[src/rtl/fud_pkg.sv]
// Shared types and character constants for the form body decoder.
package fud_pkg;

    localparam logic [1:0] KIND_KEY   = 2'd0;
    localparam logic [1:0] KIND_VALUE = 2'd1;
    localparam logic [1:0] KIND_PAIR  = 2'd2;
    localparam logic [1:0] KIND_END   = 2'd3;

    localparam logic [1:0] PH_NONE = 2'd0;
    localparam logic [1:0] PH_PCT  = 2'd1;
    localparam logic [1:0] PH_HELD = 2'd2;

    localparam logic [7:0] CH_PLUS  = 8'h2B;
    localparam logic [7:0] CH_PCT   = 8'h25;
    localparam logic [7:0] CH_EQ    = 8'h3D;
    localparam logic [7:0] CH_AMP   = 8'h26;
    localparam logic [7:0] CH_MINUS = 8'h2D;
    localparam logic [7:0] CH_SPACE = 8'h20;

    localparam int MAX_RESULTS = 4;

    typedef struct packed {
        logic [7:0] body_byte;
        logic       body_end;
    } body_beat_t;

    typedef struct packed {
        logic [1:0] kind;
        logic [7:0] data;
        logic       run_last;
    } result_beat_t;

    typedef struct packed {
        logic [1:0] kind;
        logic [7:0] data;
    } item_t;

    typedef struct packed {
        logic       in_value;
        logic [1:0] percent_phase;
        logic [7:0] held_char;
        logic       key_nonempty;
    } state_t;

    typedef struct packed {
        item_t [MAX_RESULTS-1:0] items;
        logic [2:0]              count;
    } step_t;

endpackage

[src/rtl/fud_decode.sv]
// Per-byte decode step: next state and the results one body byte causes.
module fud_decode (
    input  fud_pkg::body_beat_t beat,
    input  fud_pkg::state_t     state,
    output fud_pkg::state_t     state_next,
    output fud_pkg::step_t      step
);

    typedef struct packed {
        logic          valid;
        fud_pkg::item_t item;
    } slot_t;

    function automatic logic hex_ok(input logic [7:0] c);
        hex_ok = (c >= 8'h30 && c <= 8'h39) || (c >= 8'h61 && c <= 8'h66)
              || (c >= 8'h41 && c <= 8'h46);
    endfunction

    function automatic logic [3:0] hex_val(input logic [7:0] c);
        logic [7:0] v;
        if (c >= 8'h30 && c <= 8'h39)
            v = c - 8'h30;
        else if (c >= 8'h61 && c <= 8'h66)
            v = c - 8'h57;
        else if (c >= 8'h41 && c <= 8'h46)
            v = c - 8'h37;
        else
            v = 8'h00;
        hex_val = v[3:0];
    endfunction

    function automatic logic [7:0] decode_pair(input logic [7:0] a, input logic [7:0] b);
        logic [7:0] v;
        logic       lead;
        lead = (a == fud_pkg::CH_SPACE) || (a >= 8'h09 && a <= 8'h0D)
            || (a == fud_pkg::CH_PLUS) || (a == fud_pkg::CH_MINUS);
        v = 8'h00;
        if (lead)
        begin
            if (hex_ok(b))
                v = {4'h0, hex_val(b)};
            if (a == fud_pkg::CH_MINUS)
                v = 8'h00 - v;
        end
        else if (hex_ok(a))
        begin
            v = hex_ok(b) ? {hex_val(a), hex_val(b)} : {4'h0, hex_val(a)};
        end
        decode_pair = v;
    endfunction

    function automatic slot_t put_char(input logic iv, input logic kn, input logic [7:0] c);
        slot_t s;
        s.valid     = iv ? kn : 1'b1;
        s.item.kind = iv ? fud_pkg::KIND_VALUE : fud_pkg::KIND_KEY;
        s.item.data = c;
        put_char = s;
    endfunction

    slot_t [fud_pkg::MAX_RESULTS-1:0] slots;

    always_comb
    begin
        logic [7:0] c;
        logic       last;
        logic       iv;
        logic       kn;
        logic [2:0] n;
        fud_pkg::state_t nx;

        c    = beat.body_byte;
        last = beat.body_end;
        nx   = state;
        iv   = state.in_value;
        kn   = state.key_nonempty;
        for (int i = 0; i < fud_pkg::MAX_RESULTS; i++)
            slots[i] = '0;

        if (state.percent_phase == fud_pkg::PH_PCT && last)
        begin
            slots[0] = put_char(iv, kn, fud_pkg::CH_PCT);
            kn = iv ? kn : 1'b1;
        end

        if (state.percent_phase == fud_pkg::PH_HELD)
        begin
            slots[1] = put_char(iv, kn, decode_pair(state.held_char, c));
            kn = iv ? kn : 1'b1;
            nx.percent_phase = fud_pkg::PH_NONE;
            nx.held_char     = 8'h00;
        end
        else if (state.percent_phase == fud_pkg::PH_PCT && !last)
        begin
            nx.held_char     = c;
            nx.percent_phase = fud_pkg::PH_HELD;
        end
        else
        begin
            nx.percent_phase = fud_pkg::PH_NONE;
            if (c == fud_pkg::CH_AMP)
            begin
                slots[1].valid     = kn;
                slots[1].item.kind = fud_pkg::KIND_PAIR;
                slots[1].item.data = 8'h00;
                iv = 1'b0;
                kn = 1'b0;
            end
            else if (c == fud_pkg::CH_EQ && !iv)
            begin
                iv = 1'b1;
            end
            else if (c == fud_pkg::CH_PLUS)
            begin
                slots[1] = put_char(iv, kn, fud_pkg::CH_SPACE);
                kn = iv ? kn : 1'b1;
            end
            else if (c == fud_pkg::CH_PCT && !last)
            begin
                nx.percent_phase = fud_pkg::PH_PCT;
            end
            else
            begin
                slots[1] = put_char(iv, kn, c);
                kn = iv ? kn : 1'b1;
            end
        end

        nx.in_value     = iv;
        nx.key_nonempty = kn;

        if (last)
        begin
            slots[2].valid     = kn;
            slots[2].item.kind = fud_pkg::KIND_PAIR;
            slots[2].item.data = 8'h00;
            slots[3].valid     = 1'b1;
            slots[3].item.kind = fud_pkg::KIND_END;
            slots[3].item.data = 8'h00;
            nx = '0;
        end

        step = '0;
        n    = 3'd0;
        for (int i = 0; i < fud_pkg::MAX_RESULTS; i++)
        begin
            if (slots[i].valid)
            begin
                step.items[n[1:0]] = slots[i].item;
                n = n + 3'd1;
            end
        end
        step.count = n;
        state_next = nx;
    end

endmodule

[src/rtl/fud_result_queue.sv]
// Result register bank: holds the results of one byte and hands them out a beat at a time.
module fud_result_queue (
    input  logic                  clk,
    input  logic                  rst_n,
    input  logic                  load,
    input  fud_pkg::step_t        step,
    output logic                  busy,
    output logic                  done,
    output logic                  result_valid,
    input  logic                  result_stall,
    output fud_pkg::result_beat_t result
);

    fud_pkg::item_t [fud_pkg::MAX_RESULTS-1:0] items_reg;
    fud_pkg::item_t [fud_pkg::MAX_RESULTS-1:0] items_next;
    logic [2:0] cnt_reg, cnt_next;
    logic [1:0] idx_reg, idx_next;
    logic       is_last;

    assign busy         = cnt_reg != 3'd0;
    assign is_last      = {1'b0, idx_reg} == (cnt_reg - 3'd1);
    assign done         = busy && !result_stall && is_last;
    assign result_valid = busy;

    always_comb
    begin
        result.kind     = items_reg[idx_reg].kind;
        result.data     = items_reg[idx_reg].data;
        result.run_last = is_last;
    end

    always_comb
    begin
        items_next = items_reg;
        cnt_next   = cnt_reg;
        idx_next   = idx_reg;
        if (load)
        begin
            items_next = step.items;
            cnt_next   = step.count;
            idx_next   = 2'd0;
        end
        else if (done)
        begin
            cnt_next = 3'd0;
            idx_next = 2'd0;
        end
        else if (busy && !result_stall)
        begin
            idx_next = idx_reg + 2'd1;
        end
    end

    always_ff @(posedge clk or negedge rst_n)
    begin
        if (!rst_n)
        begin
            cnt_reg <= 3'd0;
            idx_reg <= 2'd0;
        end
        else
        begin
            cnt_reg <= cnt_next;
            idx_reg <= idx_next;
        end
    end

    always_ff @(posedge clk)
    begin
        items_reg <= items_next;
    end

endmodule

[src/rtl/form_urlencoded_decoder.sv]
// Top level of the streaming form body decoder.
//
//  channel  direction  handshake                  payload
//  body     in         body_valid / body_stall    body_byte, body_end
//  result   out        result_valid / result_stall kind, data, run_last
//
// A body byte is decoded in the cycle it is taken; its results sit in the
// result registers from the next cycle, one beat per unstalled cycle.
// A byte with at most one result sustains one byte per unstalled cycle; a
// byte with n results is held until the single result port sends them all.
// Reset clears the decode state and empties the result registers.
// body_stall rises while results of the previous byte other than the one
// being taken this cycle are still waiting.
module form_urlencoded_decoder (
    input  logic                  clk,
    input  logic                  rst_n,
    input  logic                  body_valid,
    output logic                  body_stall,
    input  fud_pkg::body_beat_t   body,
    output logic                  result_valid,
    input  logic                  result_stall,
    output fud_pkg::result_beat_t result
);

    fud_pkg::state_t state_reg, state_next, dec_state;
    fud_pkg::step_t  step;
    logic            busy, done, accept, load;

    assign body_stall = busy && !done;
    assign accept     = body_valid && !body_stall;
    assign load       = accept && (step.count != 3'd0);

    fud_decode u_decode (
        .beat       (body),
        .state      (state_reg),
        .state_next (dec_state),
        .step       (step)
    );

    fud_result_queue u_queue (
        .clk          (clk),
        .rst_n        (rst_n),
        .load         (load),
        .step         (step),
        .busy         (busy),
        .done         (done),
        .result_valid (result_valid),
        .result_stall (result_stall),
        .result       (result)
    );

    assign state_next = accept ? dec_state : state_reg;

    always_ff @(posedge clk or negedge rst_n)
    begin
        if (!rst_n)
            state_reg <= '0;
        else
            state_reg <= state_next;
    end

endmodule
[config.mk]
export PLATFORM = sky130hd
export DESIGN_NAME = form_urlencoded_decoder
export DESIGN_NICKNAME = d
export VERILOG_FILES = /design/src/rtl/fud_pkg.sv /design/src/rtl/fud_decode.sv /design/src/rtl/fud_result_queue.sv /design/src/rtl/form_urlencoded_decoder.sv
export SDC_FILE = /design/constraint.sdc
export NUM_CORES = 1
export LEC_CHECK = 0
export ABC_AREA = 1
export ABC_CLOCK_PERIOD_IN_PS = 6400
export BUFFER_PORTS_ARGS = -buffer_cell sky130_fd_sc_hd__buf_2
export CORE_UTILIZATION = 45
export DETAILED_ROUTE_END_ITERATION = 6
export PLACE_DENSITY_LB_ADDON = 0.08
export SYNTH_ARGS = -nofsm -noshare
export SYNTH_HDL_FRONTEND = slang
export SYNTH_HIERARCHICAL = 1
export SYNTH_SLANG_ARGS = --single-unit
[constraint.sdc]
create_clock -name clk -period 6.4 [get_ports clk]
set_input_delay 0.32 -clock clk [delete_from_list [all_inputs] [get_ports clk]]
set_output_delay 0.32 -clock clk [all_outputs]
set_load 0.005 [all_outputs]
==> results of run 1 <==
## how the worst max path moves through the flow
stage | end | slack [ps] | startpoint
after detailed placement | u_queue/items_reg[23] | 1930 | body[2]
after CTS | u_queue/items_reg[25] | 1990 | state_reg[9]
after global routing | u_queue/idx_reg[0] | 1520 | state_reg[9]
final | u_queue/idx_reg[0] | 2000 | state_reg[9]
after floorplan | u_queue/idx_reg[0] | 2460 | body[2]
after global placement | u_queue/items_reg[33] | 2060 | body[2]
## layout by cell type (no fill, tap or decap), types with 6 or more instances in the layout
cell type / count
a21oi_1: 20
buf_2: 25
clkbuf_8: 9
conb_1: 16
dfrtp_1: 17
edfxtp_1: 40
ha_1: 19
inv_1: 54
inv_2: 6
nand2_1: 108
nand2_2: 10
nand3_1: 51
nand4_1: 7
nor2_1: 51
nor2_2: 7
o21ai_0: 24
o21ai_1: 9
o22ai_1: 10
## worst max-delay path: stages (launching register included)
cell and delay (ps):
dfrtp_1 410, nor2_2 360, clkinv_1 350, nor2_1 180
inv_1 110, nand2_2 130, inv_2 90, ha_1 410
inv_1 120, nand2_1 70, nand2_2 110, inv_1 70
ha_1 220, nand3b_1 160, a21oi_1 180, nor3_1 90
nor2_4 670, inv_1 300, nand4_1 190, nand2_1 50
## layer usage
metal	vias to the layer above	share of wire [%]	GRT usage, %
li1	1725	-	-
met1	1553	46	27.5
met2	71	49	35.8
met3	12	3.7	4.75
met4	0	1.8	8.82
met5	-	0	0
## area by class of cell
cell class,instances,area share [%]
Clock buffer,9,2.80
Sequential cell,57,36.8
Clock inverter,7,1.92
Inverter,63,5.49
Multi-Input combinational cell,378,46.6
Tap cell,108,3.06
Timing Repair Buffer,28,3.39
## report_power, final
group	switching [mW]	leakage (nW)	internal [mW]
Clock	0.146	0.104	0.215
Combinational	0.341	1.37	0.174
Sequential	0.0470	0.606	0.496
## logic make-up (layout without fill, tap and decap cells)
kind of cell             after synthesis  after routing  synth area share (%)
other                                  1             16                0.0916
AO/OA/AOI/OAI                         81             81                  11.6
buffers and inverters                 94            107                  11.3
XOR/XNOR                               5              5                  1.07
flip-flops                            57             57                  39.7
AND/OR/NAND/NOR                      257            257                  30.4
adder cells (fa/ha/maj)               19             19                  5.81
## stage by stage
stage,hold WS [ps],cell area [um^2]
3_5_place_dp,271,4200
3_3_place_gp,261,4200
5_1_grt,283,4420
2_1_floorplan,24.4,4150
4_1_cts,270,4420
6_report,291,4420
## repair_timing
action,in CTS,in global routing
endpoints found under the setup margin,0,0
hold buffers,1,0
hold endpoints to repair,17,0
==> impl_metrics.env, run 1 <==
export IMPL_tightest_slew_ps=880
export IMPL_hold_path_startpoint="result_stall"
export IMPL_area_growth_pct=8.04
export IMPL_fin_crit_sh_pct=68.7
export IMPL_grt_pass1_wl_um=16200
export IMPL_tns_ps=0
export IMPL_ctsResizeCount=0
export IMPL_min_to="u_queue/idx_reg[0]"
export IMPL_yosysTopAreaCell="edfxtp_1"
export IMPL_clkTransAtPathRegs_ps=60
export IMPL_finalWorstSetupSlack_ps=2000
export IMPL_ys_ff_latch=57
export IMPL_cts_num_sinks=57
export IMPL_synthTopCellsByCount="nand2_1 (108), inv_1 (54), nand3_1 (51), nor2_1 (51), edfxtp_1 (40)"
export IMPL_syn_inst=514
export IMPL_antenna_found_initial=0
export IMPL_ys_top_cells_by_area="edfxtp_1 (29%), dfrtp_1 (10%), nand2_1 (9.9%), nand3_1 (6.2%), ha_1 (5.8%)"
export IMPL_io_pins=26
export IMPL_drcViolationCount=0
export IMPL_viasPerCell=5.17
export IMPL_cts_buffer_depth=2
export IMPL_p_per_area_mw_per_mm2=321
export IMPL_ys_seq_area_share_pct=39.7
export IMPL_fin_util_pct=50.5
export IMPL_cts_tree="built"
export IMPL_synthDistinctLibCells=48
export IMPL_first_pass_iters=4
export IMPL_rsz0062_at_grt="no"
export IMPL_fmax_mhz=227
export IMPL_finalNonFillerCells=650
export IMPL_slew_headroom_pct=41.2
export IMPL_required_ps=6620
export IMPL_hold_depth=4
export IMPL_dp_cells=633
export IMPL_core_area_mm2=0.00876
export IMPL_wl_per_cell_um=14.7
export IMPL_routed_wl_um=9580
export IMPL_vias=3361
export IMPL_multi_input_area_mm2=0.00206
export IMPL_p_leak_nw=2.08
export IMPL_die_w_um=97.4
export IMPL_cap_violations=0
export IMPL_reg2reg_from="state_reg[9]"
export IMPL_n_fill_cell=894
export IMPL_ant_nets=0
export IMPL_peakVddDrop_mv=0.160
export IMPL_first_global_vias=3351
export IMPL_cts_root_buf="clkbuf_8"
export IMPL_worstSetupPathType="reg2reg"
export IMPL_slew_viol_final=0
export IMPL_syn_area_mm2=0.00409
export IMPL_io_buffer_count=25
export IMPL_dp_hpwl_um=7210
export IMPL_start_util_pct=46.7
export IMPL_largest_reg_flops=40
export IMPL_gp_congestion=0.864
export IMPL_cts_made_buffers=9
export IMPL_fp_dieArea_mm2=0.00948
export IMPL_period_minus_slack_ps=4400
export IMPL_synth_async_sr_flop_share_pct=29.8
export IMPL_ctsHtreeMaxLevel=3
export IMPL_num_antenna_cells=0
export IMPL_cp_end_kind="flip-flop"
export IMPL_overflow=0
export IMPL_timing_rr_end="u_queue/idx_reg[0]"
export IMPL_place_worst_setup_slack_ps=1930
export IMPL_die_y_um=97.4
export IMPL_postCtsSetupBuffers=0
export IMPL_insertion_delay_ps=330
export IMPL_reg2regPathDepth=19
export IMPL_power_total_mw=1.42
export IMPL_drt_iter0_drc=157
export IMPL_drive_above_1_share_pct=16.2
export IMPL_hold_viol=0
export IMPL_grt_use_total_pct=21.7
export IMPL_ys_flop_type="edfxtp_1"
export IMPL_layout_area_seq_mm2=0.00163
export IMPL_skew_ps=10.2
export IMPL_r2r_setup_slack_ps=2000
export IMPL_synth_edf_count=40
export IMPL_yosysMostFrequentCell="nand2_1"
export IMPL_setup_viol=0
export IMPL_worst_ep_arrival_time_ps=4620
export IMPL_avgSynthCellArea_um2=7.96
export IMPL_yosysWarnings=6
export IMPL_crit_fanout=33
export IMPL_yosysTopAreaCellShare_pct=29.3
export IMPL_outcome="complete, no violations"
export IMPL_grt_max_degree=34
export IMPL_startpoint_type="flip-flop"
export IMPL_nets=569
export IMPL_hp_class="in2reg"
export IMPL_fp_row_count=34
(Power assumes the default switching activity.)
==> inputs of run 2 (changes only) <==
--- a/config.mk
+++ b/config.mk
@@ -6,7 +6,7 @@
 export NUM_CORES = 1
 export LEC_CHECK = 0
 export ABC_AREA = 1
-export ABC_CLOCK_PERIOD_IN_PS = 6400
+export ABC_CLOCK_PERIOD_IN_PS = 4220
 export BUFFER_PORTS_ARGS = -buffer_cell sky130_fd_sc_hd__buf_2
 export CORE_UTILIZATION = 45
 export DETAILED_ROUTE_END_ITERATION = 6
==> constraint.sdc (replaced) <==
create_clock -name clk -period 4.22 [get_ports clk]
set_input_delay 0.211 -clock clk [delete_from_list [all_inputs] [get_ports clk]]
set_output_delay 0.211 -clock clk [all_outputs]
set_load 0.005 [all_outputs]
==> run 2 against run 1 <==
Compared with the run above:
- sequential share of layout area shrank 0.062 points
- combinational power increased by 47%
- count of clock-buffer cells in the layout up 4
- first-iteration DRC count down 9.6%
- power increased by 49%
- final area is 0.17% higher
- hold slack worse by 110 ps
- via count grew 0.15%
- critical path type unchanged
- clock skew grew 2.5 ps
- cell count stayed put
- critical path depth grew 3
- largest power group unchanged
- non-clock buffer count unchanged
==> impl_metrics.env, run 2 (synthesis gave the netlist of run 1 again) <==
export IMPL_skew_ps=12.7
export IMPL_final_common_cell="nand2_1"
export IMPL_routed_wl_um=9330
export IMPL_slowest_stage="ha_1"
export IMPL_r2r_setup_slack_ps=450
export IMPL_fp_dieArea_mm2=0.00948
export IMPL_fin_hold_ws_ps=180
export IMPL_fin_crit_sh_pct=89.3
export IMPL_first_global_vias=3339
export IMPL_die_y_um=97.4
export IMPL_tns_ps=0
export IMPL_hold_path_startpoint="result_stall"
export IMPL_cts_buffer_depth=2
export IMPL_grt_pass1_wl_um=16000
export IMPL_clkTransAtPathRegs_ps=70
export IMPL_grt_use_total_pct=21.2
export IMPL_crit_fanout=44
export IMPL_wl_per_cell_um=14.4
export IMPL_p_per_area_mw_per_mm2=477
export IMPL_slew_headroom_pct=47.1
export IMPL_start_util_pct=46.7
export IMPL_io_pins=26
export IMPL_largest_reg_flops=40
export IMPL_cap_violations=0
export IMPL_required_ps=4430
export IMPL_period_minus_slack_ps=3770
export IMPL_dp_hpwl_um=7130
export IMPL_drt_iter0_drc=142
export IMPL_hold_depth=4
export IMPL_antenna_found_initial=0
export IMPL_cts_root_buf="clkbuf_8"
export IMPL_nets=569
export IMPL_cpMostUsedCell="inv_1"
export IMPL_ant_nets=0
export IMPL_min_to="u_queue/idx_reg[0]"
export IMPL_rsz0062_at_grt="no"
export IMPL_fmax_mhz=265
export IMPL_worstSetupPathType="reg2reg"
export IMPL_cp_end_kind="flip-flop"
export IMPL_cts_num_sinks=57
export IMPL_reg2reg_from="state_reg[10]"
export IMPL_hold_viol=0
export IMPL_layout_common_cells="nand2_1 (108), inv_1 (54), nand3_1 (51), nor2_1 (51), edfxtp_1 (40)"
export IMPL_timing_rr_end="u_queue/idx_reg[1]"
export IMPL_reg2regPathDepth=22
export IMPL_drive_above_1_share_pct=16.2
export IMPL_overflow=0
export IMPL_vias=3366
export IMPL_postCtsSetupBuffers=0
export IMPL_slew_viol_final=0
export IMPL_grt_max_degree=45
export IMPL_fp_row_count=34
export IMPL_worst_ep_arrival_time_ps=3980
export IMPL_startpoint_type="flip-flop"
export IMPL_first_pass_iters=4
export IMPL_outcome="complete, no violations"
export IMPL_ctsHtreeMaxLevel=3
export IMPL_tightest_slew_ps=793
export IMPL_setup_viol=0
export IMPL_peakVddDrop_mv=0.207
export IMPL_p_leak_nw=2.08
export IMPL_cp_slowest_stage_delay_ps=410
export IMPL_die_w_um=97.4
export IMPL_crit_chain="inv_1, nand2_1, nor2_4, nor2_2, nand4_2, nand3_1, nand2_2, inv_2, ha_1, inv_1, nand2_1, nand2_2, inv_1, ha_1, nand3b_1, a21oi_1, nor3_1, nor2_4, buf_12, inv_1, nand4_1, nand2_1"
export IMPL_core_area_mm2=0.00876
export IMPL_cts_made_buffers=9
export IMPL_hp_class="in2reg"
export IMPL_cts_tree="built"
export IMPL_num_antenna_cells=0
export IMPL_insertion_delay_ps=320
export IMPL_viasPerCell=5.18
export IMPL_io_buffer_count=25
export IMPL_drcViolationCount=0
export IMPL_area_growth_pct=8.22
export IMPL_gp_congestion=0.862
## run 2: cell count changes in the layout (fill, tap and decap cells not counted), sizes merged
cell and change:
clkbuf +4, clkinv -2, clkinvlp -1, bufinv -1
## run 2: timing repair
action / 4_1_cts / 5_1_grt
endpoints found under the setup margin: 0 / 5
endpoints found under the hold margin: 17 / 0
hold buffers: 1 / 0
gates resized for setup: 0 / 1
## run 2: layout make-up
type | count | area [um^2]
inverters | 63 | 243
well taps | 108 | 135
multi-input cells | 378 | 2060
fillers | 872 | 4330
flip-flops and latches | 57 | 1630
clock inverters | 3 | 40.0
repair buffers | 28 | 163
clock buffers | 13 | 159
## run 2: worst max-delay path, delay by kind of cell (launching register included)
family | cells | cell delay, ps
AND/OR/NAND/NOR | 13 | 1660
buffers and inverters | 6 | 790
adder cells (fa/ha/maj) | 2 | 630
flip-flops | 1 | 380
AO/OA/AOI/OAI | 1 | 190
## run 2: layer usage
layer	global-route usage, %	vias up	part of all wire, %
met3	4.32	15	3.6
met2	35.7	67	48
met1	26.6	1548	47
li1	-	1736	-
met4	8.48	0	1.9
met5	0	-	0
## run 2: metrics by stage
stage	utilization [%]	total power, mW	worst slack [ps]	instances	instance area (um^2)
after CTS	50.5	2.14	343	650	4430
after floorplan	-	1.43	386	529	4150
after global placement	48.1	1.61	513	633	4220
after detailed placement	48.1	1.63	376	633	4220
final	50.6	2.11	453	650	4430
after global routing	50.6	2.29	24.9	650	4430
## run 2: where the power goes
group          internal, mW  switching, mW  total [mW]
Sequential            0.751         0.0972       0.848
Clock                 0.303          0.202       0.505
Combinational         0.269          0.490       0.759
Total                  1.32          0.789        2.11
## run 2: worst max-delay path by stage
stage                              from                 end  slack (ps)
after floorplan                 body[2]  u_queue/idx_reg[0]         390
after global placement          body[2]  u_queue/idx_reg[0]         510
after detailed placement  state_reg[10]  u_queue/idx_reg[1]         380
after CTS                 state_reg[10]  u_queue/idx_reg[1]         340
after global routing      state_reg[10]  u_queue/idx_reg[0]          20
final                     state_reg[10]  u_queue/idx_reg[1]         450
==> inputs of run 3 (changes only) <==
--- a/config.mk
+++ b/config.mk
@@ -10,6 +10,7 @@
 export BUFFER_PORTS_ARGS = -buffer_cell sky130_fd_sc_hd__buf_2
 export CORE_UTILIZATION = 45
 export DETAILED_ROUTE_END_ITERATION = 6
+export GPL_TIMING_DRIVEN = 0
 export PLACE_DENSITY_LB_ADDON = 0.08
 export SYNTH_ARGS = -nofsm -noshare
 export SYNTH_HDL_FRONTEND = slang
==> run 3 against run 2 <==
Compared with the run above:
- via count up 3.0%
- largest power group is now combinational logic
- maximum frequency shrank 0.33%
- hold slack worse by 4.9 ps
- count of clock-buffer cells in the layout fell by 3
- clock skew is 2.5 ps lower
- final area up 4.8%
==> impl_metrics.env, run 3 (synthesis gave the netlist of run 1 again) <==
export IMPL_slew_viol_final=0
export IMPL_dp_cells=662
export IMPL_tightest_slew_ps=546
export IMPL_fp_row_count=34
export IMPL_slew_headroom_pct=63.5
export IMPL_p_per_area_mw_per_mm2=460
export IMPL_cts_root_buf="clkbuf_8"
export IMPL_cts_num_sinks=57
export IMPL_hold_viol=0
export IMPL_p_leak_nw=2.22
export IMPL_crit_fanout=11
export IMPL_die_w_um=97.4
export IMPL_hp_class="in2reg"
export IMPL_clkTransAtPathRegs_ps=70
export IMPL_outcome="complete, no violations"
export IMPL_nets=602
export IMPL_setup_viol=0
export IMPL_power_total_mw=2.14
export IMPL_cp_slowest_stage_delay_ps=410
export IMPL_cp_buffers_inverters=4
export IMPL_largest_reg_flops=40
export IMPL_drcViolationCount=0
export IMPL_num_antenna_cells=0
export IMPL_antenna_found_initial=0
export IMPL_first_pass_iters=4
export IMPL_startpoint_type="flip-flop"
export IMPL_fp_dieArea_mm2=0.00948
export IMPL_final_common_cell="nand2_1"
export IMPL_wl_per_cell_um=13.7
export IMPL_gp_congestion=0.923
export IMPL_multi_input_area_mm2=0.00211
export IMPL_skew_ps=10.3
export IMPL_io_pins=26
export IMPL_cap_violations=0
export IMPL_slowest_stage="ha_1"
export IMPL_crit_chain="inv_1, nand2_1, nor2_2, nor2_2, nand4_2, nand3_1, nand2_2, inv_2, ha_1, inv_1, nand2_1, nand2_2, inv_1, ha_1, nand3b_1, a21oi_1, nor3_4, nor2_4"
export IMPL_ant_nets=0
export IMPL_fin_crit_sh_pct=89.6
export IMPL_cpMostUsedCell="inv_1"
export IMPL_cts_tree="built"
export IMPL_fmax_mhz=265
export IMPL_area_growth_pct=13.4
export IMPL_cp_end_kind="flip-flop"
export IMPL_worstSetupPathType="reg2reg"
export IMPL_layout_area_seq_mm2=0.00163
export IMPL_tns_ps=0
export IMPL_grt_use_total_pct=21.1
export IMPL_io_buffer_count=25
export IMPL_first_global_vias=3345
export IMPL_routed_wl_um=9330
export IMPL_ctsHtreeMaxLevel=3
export IMPL_viasPerCell=5.08
export IMPL_cts_buffer_depth=2
export IMPL_insertion_delay_ps=330
export IMPL_n_fill_cell=846
export IMPL_drive_above_1_share_pct=21.4
export IMPL_layout_common_cells="nand2_1 (108), inv_1 (54), nand3_1 (51), nor2_1 (51), edfxtp_1 (40)"
export IMPL_cp_top_family="simple AND/OR/NAND/NOR gates"
export IMPL_rsz0062_at_grt="no"
export IMPL_worst_ep_arrival_time_ps=3780
export IMPL_die_y_um=97.4
export IMPL_start_util_pct=46.7
export IMPL_cts_made_buffers=9
export IMPL_dp_hpwl_um=7160
export IMPL_vias=3467
export IMPL_period_minus_slack_ps=3780
export IMPL_finalNonFillerCells=683
export IMPL_peakVddDrop_mv=0.319
export IMPL_required_ps=4220
export IMPL_drt_iter0_drc=186
export IMPL_grt_max_degree=23
export IMPL_core_area_mm2=0.00876
export IMPL_overflow=0
export IMPL_grt_pass1_wl_um=16100
-- run 3: worst paths after layout --
kind,start,to,slack [ps],cells past startpoint
hold reg to reg,state_reg[4],state_reg[4],480,2
max in group asynchronous,rst_n,state_reg[1],3590,2
setup reg to reg,state_reg[10],u_queue/items_reg[34],440,18
hold / removal,body_valid,state_reg[0],180,3
setup / recovery,state_reg[10],u_queue/items_reg[34],440,18
min in group asynchronous,rst_n,state_reg[10],340,2
-- run 3: area by class of cell --
type / count / area share, %
well taps: 108 / 2.91
multi-input cells: 381 / 45.4
clock inverters: 6 / 0.754
inverters: 63 / 5.31
flip-flops and latches: 57 / 35.0
repair buffers: 27 / 3.07
clock buffers: 10 / 2.75
plain buffers: 31 / 4.77
-- run 3: what timing repair did --
item	4_1_cts	5_1_grt
endpoints found under the setup margin	45	45
buffers inserted	0	1
gates resized for setup	2	5
hold endpoints to repair	17	0
hold buffers	1	0
gates cloned	2	1
pin swaps	1	2
-- run 3: report_power, final --
group | switching [mW] | total, mW | internal, mW | leakage [nW]
Clock | 0.218 | 0.427 | 0.208 | 0.0818
Sequential | 0.0536 | 0.806 | 0.752 | 0.606
Combinational | 0.569 | 0.904 | 0.335 | 1.53
-- run 3: worst register-to-register path, stage by stage (launching register included) --
cell and delay, ps:
dfrtp_1 380, inv_1 130, nand2_1 100, nor2_2 330
nor2_2 120, nand4_2 140, nand3_1 90, nand2_2 120
inv_2 90, ha_1 410, inv_1 130, nand2_1 70
nand2_2 100, inv_1 70, ha_1 220, nand3b_1 180
a21oi_1 290, nor3_4 140, nor2_4 340
-- run 3: routing by layer --
metal  GRT usage, %  up-vias  share of wire (%)
met5              0        -                  0
met4           6.67        0                1.7
met3           4.17       12                4.3
met2           34.1       59                 47
met1           28.4     1588                 47
li1               -     1808                  -
-- run 3: metrics by stage --
stage	setup WS [ps]	hold slack (ps)	area (um^2)	util [%]
after floorplan	386	-84.6	4150	-
final	441	175	4640	53.0
after global routing	130	167	4640	53.0
after CTS	72.3	160	4610	52.6
after global placement	-515	162	4410	50.3
after detailed placement	-555	170	4410	50.3
